**src/rtl/core/svls_pkg.sv**
```systemverilog
`default_nettype none
package svls_pkg;

    localparam logic [1:0] FUNC_LOAD_VTX = 2'd0;
    localparam logic [1:0] FUNC_LOAD_TRI = 2'd1;
    localparam logic [1:0] FUNC_COMPUTE  = 2'd2;

    localparam logic [2:0] REG_LIGHT_X     = 3'd0;
    localparam logic [2:0] REG_LIGHT_Y     = 3'd1;
    localparam logic [2:0] REG_LIGHT_Z     = 3'd2;
    localparam logic [2:0] REG_KEEP_RED    = 3'd3;
    localparam logic [2:0] REG_VERTEX_CNT  = 3'd4;
    localparam logic [2:0] REG_FACE_CNT    = 3'd5;

    localparam logic signed [15:0] LIGHT_X_RESET = 16'sd0;
    localparam logic signed [15:0] LIGHT_Y_RESET = -16'sd7327;
    localparam logic signed [15:0] LIGHT_Z_RESET = -16'sd14654;
    localparam logic [6:0]         VERTEX_CNT_RESET = 7'd64;

    localparam logic [7:0] ALPHA_OPAQUE = 8'd255;

    localparam int VEC_W = 36;

    typedef struct packed {
        logic signed [VEC_W-1:0] x;
        logic signed [VEC_W-1:0] y;
        logic signed [VEC_W-1:0] z;
    } vec_t;

    typedef struct packed {
        logic signed [15:0] x;
        logic signed [15:0] y;
        logic signed [15:0] z;
    } unit_vec_t;

    typedef struct packed {
        logic start;
        vec_t v;
    } norm_req_t;

    typedef struct packed {
        logic      done;
        unit_vec_t n;
    } norm_rsp_t;

endpackage
`default_nettype wire

```
**src/rtl/core/svls_norm.sv**
```systemverilog
`default_nettype none
// Iterative normalizer: scale below 2^30, sum of squares, bitwise isqrt,
// then three restoring dividers giving trunc(m * 16384 / len).
module svls_norm (
    input  wire logic                  aclk,
    input  wire logic                  aresetn,
    input  wire svls_pkg::norm_req_t   req,
    output svls_pkg::norm_rsp_t        rsp
);
    import svls_pkg::*;

    typedef enum logic [5:0] {
        N_IDLE  = 6'b000001,
        N_SHIFT = 6'b000010,
        N_SQ    = 6'b000100,
        N_ROOT  = 6'b001000,
        N_DIV   = 6'b010000,
        N_DONE  = 6'b100000
    } nstate_t;

    nstate_t           state_reg;
    logic [2:0]        sgn_reg;
    logic [VEC_W-1:0]  mag_reg [3];
    logic [4:0]        cnt_reg;
    logic [63:0]       acc_reg;
    logic [63:0]       root_reg;
    logic [31:0]       rem_reg [3];
    logic [14:0]       low_reg [3];
    logic [14:0]       quo_reg [3];

    logic [VEC_W-1:0]  mag_or;
    logic [29:0]       sq_op;
    logic [59:0]       sq;
    logic [63:0]       bit_v;
    logic [63:0]       trial;
    logic [31:0]       div_t [3];
    logic [2:0]        div_ge;
    logic [VEC_W-1:0]  in_mag [3];
    logic              len_zero;
    logic signed [15:0] nq [3];

    always_comb begin
        mag_or = mag_reg[0] | mag_reg[1] | mag_reg[2];
        unique case (cnt_reg[1:0])
            2'd0:    sq_op = mag_reg[0][29:0];
            2'd1:    sq_op = mag_reg[1][29:0];
            default: sq_op = mag_reg[2][29:0];
        endcase
        sq    = 60'(sq_op) * 60'(sq_op);
        bit_v = 64'd1 << {cnt_reg, 1'b0};
        trial = root_reg + bit_v;
        in_mag[0] = req.v.x[VEC_W-1] ? VEC_W'(-req.v.x) : VEC_W'(req.v.x);
        in_mag[1] = req.v.y[VEC_W-1] ? VEC_W'(-req.v.y) : VEC_W'(req.v.y);
        in_mag[2] = req.v.z[VEC_W-1] ? VEC_W'(-req.v.z) : VEC_W'(req.v.z);
        len_zero = (root_reg[31:0] == 32'd0);
        for (int k = 0; k < 3; k++) begin
            div_t[k]  = {rem_reg[k][30:0], low_reg[k][14]};
            div_ge[k] = (div_t[k] >= root_reg[31:0]);
            if (len_zero) begin
                nq[k] = 16'sd0;
            end else if (sgn_reg[k]) begin
                nq[k] = -$signed({1'b0, quo_reg[k]});
            end else begin
                nq[k] = $signed({1'b0, quo_reg[k]});
            end
        end
    end

    assign rsp.done = (state_reg == N_DONE);
    assign rsp.n.x  = nq[0];
    assign rsp.n.y  = nq[1];
    assign rsp.n.z  = nq[2];

    always_ff @(posedge aclk) begin
        if (!aresetn) begin
            state_reg <= N_IDLE;
        end else begin
            unique case (state_reg)
                N_IDLE: begin
                    if (req.start) begin
                        sgn_reg   <= {req.v.z[VEC_W-1], req.v.y[VEC_W-1], req.v.x[VEC_W-1]};
                        for (int k = 0; k < 3; k++) mag_reg[k] <= in_mag[k];
                        acc_reg   <= 64'd0;
                        cnt_reg   <= 5'd0;
                        state_reg <= N_SHIFT;
                    end
                end
                N_SHIFT: begin
                    if (|mag_or[VEC_W-1:30]) begin
                        for (int k = 0; k < 3; k++) mag_reg[k] <= mag_reg[k] >> 1;
                    end else begin
                        state_reg <= N_SQ;
                    end
                end
                N_SQ: begin
                    acc_reg <= acc_reg + 64'(sq);
                    if (cnt_reg == 5'd2) begin
                        cnt_reg   <= 5'd31;
                        root_reg  <= 64'd0;
                        state_reg <= N_ROOT;
                    end else begin
                        cnt_reg <= cnt_reg + 5'd1;
                    end
                end
                N_ROOT: begin
                    if (acc_reg >= trial) begin
                        acc_reg  <= acc_reg - trial;
                        root_reg <= (root_reg >> 1) + bit_v;
                    end else begin
                        root_reg <= root_reg >> 1;
                    end
                    if (cnt_reg == 5'd0) begin
                        for (int k = 0; k < 3; k++) begin
                            rem_reg[k] <= 32'(mag_reg[k][29:1]);
                            low_reg[k] <= {mag_reg[k][0], 14'd0};
                            quo_reg[k] <= 15'd0;
                        end
                        cnt_reg   <= 5'd14;
                        state_reg <= N_DIV;
                    end else begin
                        cnt_reg <= cnt_reg - 5'd1;
                    end
                end
                N_DIV: begin
                    for (int k = 0; k < 3; k++) begin
                        rem_reg[k] <= div_ge[k] ? div_t[k] - root_reg[31:0] : div_t[k];
                        quo_reg[k] <= {quo_reg[k][13:0], div_ge[k]};
                        low_reg[k] <= {low_reg[k][13:0], 1'b0};
                    end
                    if (cnt_reg == 5'd0) begin
                        state_reg <= N_DONE;
                    end else begin
                        cnt_reg <= cnt_reg - 5'd1;
                    end
                end
                N_DONE: begin
                    state_reg <= N_IDLE;
                end
                default: begin
                    state_reg <= N_IDLE;
                end
            endcase
        end
    end

endmodule
`default_nettype wire

```
**config.mk**
```make
export PLATFORM = sky130hd
export DESIGN_NAME = svls_norm
export DESIGN_NICKNAME = d
export VERILOG_FILES = /design/src/rtl/core/svls_pkg.sv /design/src/rtl/core/svls_norm.sv
export SDC_FILE = /design/constraint.sdc
export NUM_CORES = 2
export LEC_CHECK = 0
export ABC_AREA = 1
export BUFFER_PORTS_ARGS = -buffer_cell sky130_fd_sc_hd__buf_2
export CAP_MARGIN = 20
export CELL_PAD_IN_SITES_DETAIL_PLACEMENT = 2
export CELL_PAD_IN_SITES_GLOBAL_PLACEMENT = 2
export CORE_MARGIN = 2
export CORE_UTILIZATION = 30
export DETAILED_ROUTE_END_ITERATION = 12
export PLACE_DENSITY_LB_ADDON = 0.1
export SLEW_MARGIN = 20
export SYNTH_ARGS = -nofsm -noshare
export SYNTH_HDL_FRONTEND = slang
export SYNTH_SLANG_ARGS = --single-unit
export TNS_END_PERCENT = 100
```
**constraint.sdc**
```tcl
create_clock -name aclk -period 22.4 [get_ports aclk]
set_clock_uncertainty 0.15 [all_clocks]
set_input_delay 4.48 -clock aclk [delete_from_list [all_inputs] [get_ports aclk]]
set_output_delay 4.48 -clock aclk [all_outputs]
set_load 0.01 [all_outputs]
```
==> key figures <==
Clock tree
  – Clock Latency Late Sink: between 700 and 800 ps
  – Cts repair resizes: 0
  – Post-CTS Setup Inserts: 0
  – CTS sink cnt: 391
  – Clk buf depth: 3
  – Root buffer cell: clkbuf_16
  – Cts bufs inserted: 55
  – Clk slew on worst S/H paths: 60 ps
  – Number of H-tree levels: 2
  – Hold-fix buffers, CTS: 0
  – CTS tree: done

Drt
  – Wire per inst: 25.0 um
  – Vias/cell: between 5 and 6
  – Drt initial violations: 3908
  – Antenna-violating nets left: 0
  – Routed via count: 67286
  – DRT Pass-1 Iters: 6
  – DRC: 0
  – Total wire length: ~330 mm

STA
  – TNS Setup: 0 ps
  – Setup violators final: 0
  – Final Hold Fails: 0
  – Unrepaired setup endpoints after global routing: no
  – Relative slew slack: 0.257
  – Period utilization: 0.488
  – Fmax: 0.0916 GHz
  – Fin. max-slew vios: 0
  – Crit path time final: 10920 ps
  – Worst-Margin Slew: approximately 1100 ps

Critical path
  – Worst-path fanout max: 29
  – Critical path type: flop to flop
  – WP data arrival: 11160 ps
  – CP dominant cell by count: fa_1
  – R2R depth: 29
  – CP max stage delay: 870 ps
  – Worst EP required: 22640 ps
  – Crit path capture type: flop
  – CP max stage cell: a21oi_1
  – Startpoint Class: flop

Floorplanning
  – Die W: 486 um
  – Area of the core: approximately 230000 um2
  – Die height: 486 um
  – Die ar.: 236000 um2
  – Initial cell density of the core: 0.302
  – Num ports: 160
  – Rows: 176

Worst hold path
  – Hold Crit Depth: 2
  – Hold Crit Class: flop to flop

Synthesis
  – EDFF count, synth: 385
  – Area contributors post-synth: fa_1 (22%), edfxtp_1 (17%), nand2_1 (16%)
  – Asr flop ratio synth: 0
  – Synthesis-stage register bit count: 391
  – Avg Synthesized Cell Area: 6.95 um2
  – Seq/Total Area, Yosys: 0.168
  – Synthesized area: 69600 um2
  – Syn Nets: 11381
  – Area share of the largest cell type after synthesis: 0.217
  – Top FF cell, synth: edfxtp_1
  – Area leader, netlist: fa_1
  – Syn Inst Count: roughly 10000
  – Ys Warns: 0
  – Distinct cells, synth: 64

Global route
  – All-Layer GR Usage: 0.276
  – Initial antenna violation count: 14
  – First-pass GRT wire length: 490 mm
  – Largest net degree at the start of global routing: 142
  – Total grt overflow: 0
  – Vias in the first global route: 74350

Cells and area
  – Net count reported at finish: 11418
  – Register Area: 11700 um2
  – Layout cells sized above 1: 0.0426
  – Filler cells: 27636
  – Area Overhead vs Synth: 8.60%
  – Most frequent cells in the layout: nand2_1 (2887), inv_1 (2078), nor2_1 (826), fa_1 (753), nand3_1 (529)
  – Commonest non-fill, non-tap cell in the layout: nand2_1
  – Max reg flops: 108
  – Footprint of the multi-input gates: 49100 um2

Place
  – GPL Wtd Cong: 0.932
  – Port Buffers: about 160
  – Hpwl dp: about 280 mm

Run
  – MaxCap Viol Count: 0

Status
  – Outcome: completed
[path summary, 6_finish.rpt]
kind                              startpoint            to  slack [ps]
worst max register to register    cnt_reg[1]   acc_reg[31]       11480
worst min register to register  state_reg[3]  state_reg[3]         370
worst min-delay path            state_reg[3]  state_reg[3]         370
worst max-delay path              cnt_reg[1]   acc_reg[31]       11480
[logic make-up after synthesis]
logic type,share of synthesized area
xor gates and xnor gates,0.0272
adders and majority gates,0.307
DFF,0.168
muxes,0.000162
AOI/OAI and AO/OA,0.0906
buffers and inverters,0.129
and+or+nand+nor,0.279
[synth_stat cells (4+ instances only)]
cell type and number:
buf_2 101, nor2_1 828, nor2_2 12, nand2_2 16, nor4_1 25, edfxtp_1 385, xor2_1 111, and2_1 7
a21o_1 18, o21ai_0 453, fa_1 753, a21oi_1 483, o211ai_1 17, o22ai_1 15, o21a_1 20, nand3_1 531
dfxtp_1 6, clkbuf_1 86, nand2_1 2887, xnor2_1 105, o21ai_1 31, o21bai_1 51, nor3_1 106, nand4_1 81
ha_1 500, o221ai_1 8, nor3_2 5, o21ai_2 9, buf_1 23, a21oi_2 6, inv_2 5, nor2_4 6
a21boi_0 4, inv_1 2086, a31oi_1 15, o31ai_1 10, nand3b_1 118, or2_2 29, buf_4 23
[per-stage QoR]
| stage | setup WS [ps] | hold slack (ps) | util | area, um2 | instances |
|---|---|---|---|---|---|
| 3_5_place_dp | 11640 | 351 | 0.320 | 73700 | 13023 |
| 4_1_cts | 11510 | 360 | 0.328 | 75600 | 13126 |
| 3_3_place_gp | 11770 | 342 | 0.320 | 73600 | 13022 |
| 6_report | 11480 | 366 | 0.328 | 75600 | 13128 |
| 2_1_floorplan | 7030 | 319 | - | 69600 | 10017 |
| 5_1_grt | 11040 | 396 | 0.328 | 75600 | 13126 |
[layout make-up]
type	instances	share of cell area
timing repair buffer	216	0.0166
clock inverter	41	0.00649
sequential	391	0.155
antenna	2	0.0000662
multi-input combinational	7296	0.650
tap	3026	0.0501
inverter	2094	0.104
clock buffer	62	0.0186
[per-layer routing]
metal | vias to the layer above | GRT usage | share of wire
met3 | 284 | 0.0233 | 0.036
li1 | 31157 | - | -
met2 | 1125 | 0.463 | 0.47
met4 | 4 | 0.0606 | 0.023
met5 | - | 0 | 0.000061
met1 | 34716 | 0.387 | 0.47
[critical path: cells and delay by family (launching register included)]
family | cells | cell delay (ps)
AOI/OAI and AO/OA | 4 | 2110
DFF | 1 | 440
and+or+nand+nor | 7 | 950
buffers and inverters | 8 | 1510
adders and majority gates | 10 | 5380
Power is not shown: default switching activity piles up to over one toggle a cycle in this logic, so the estimate is an artifact.
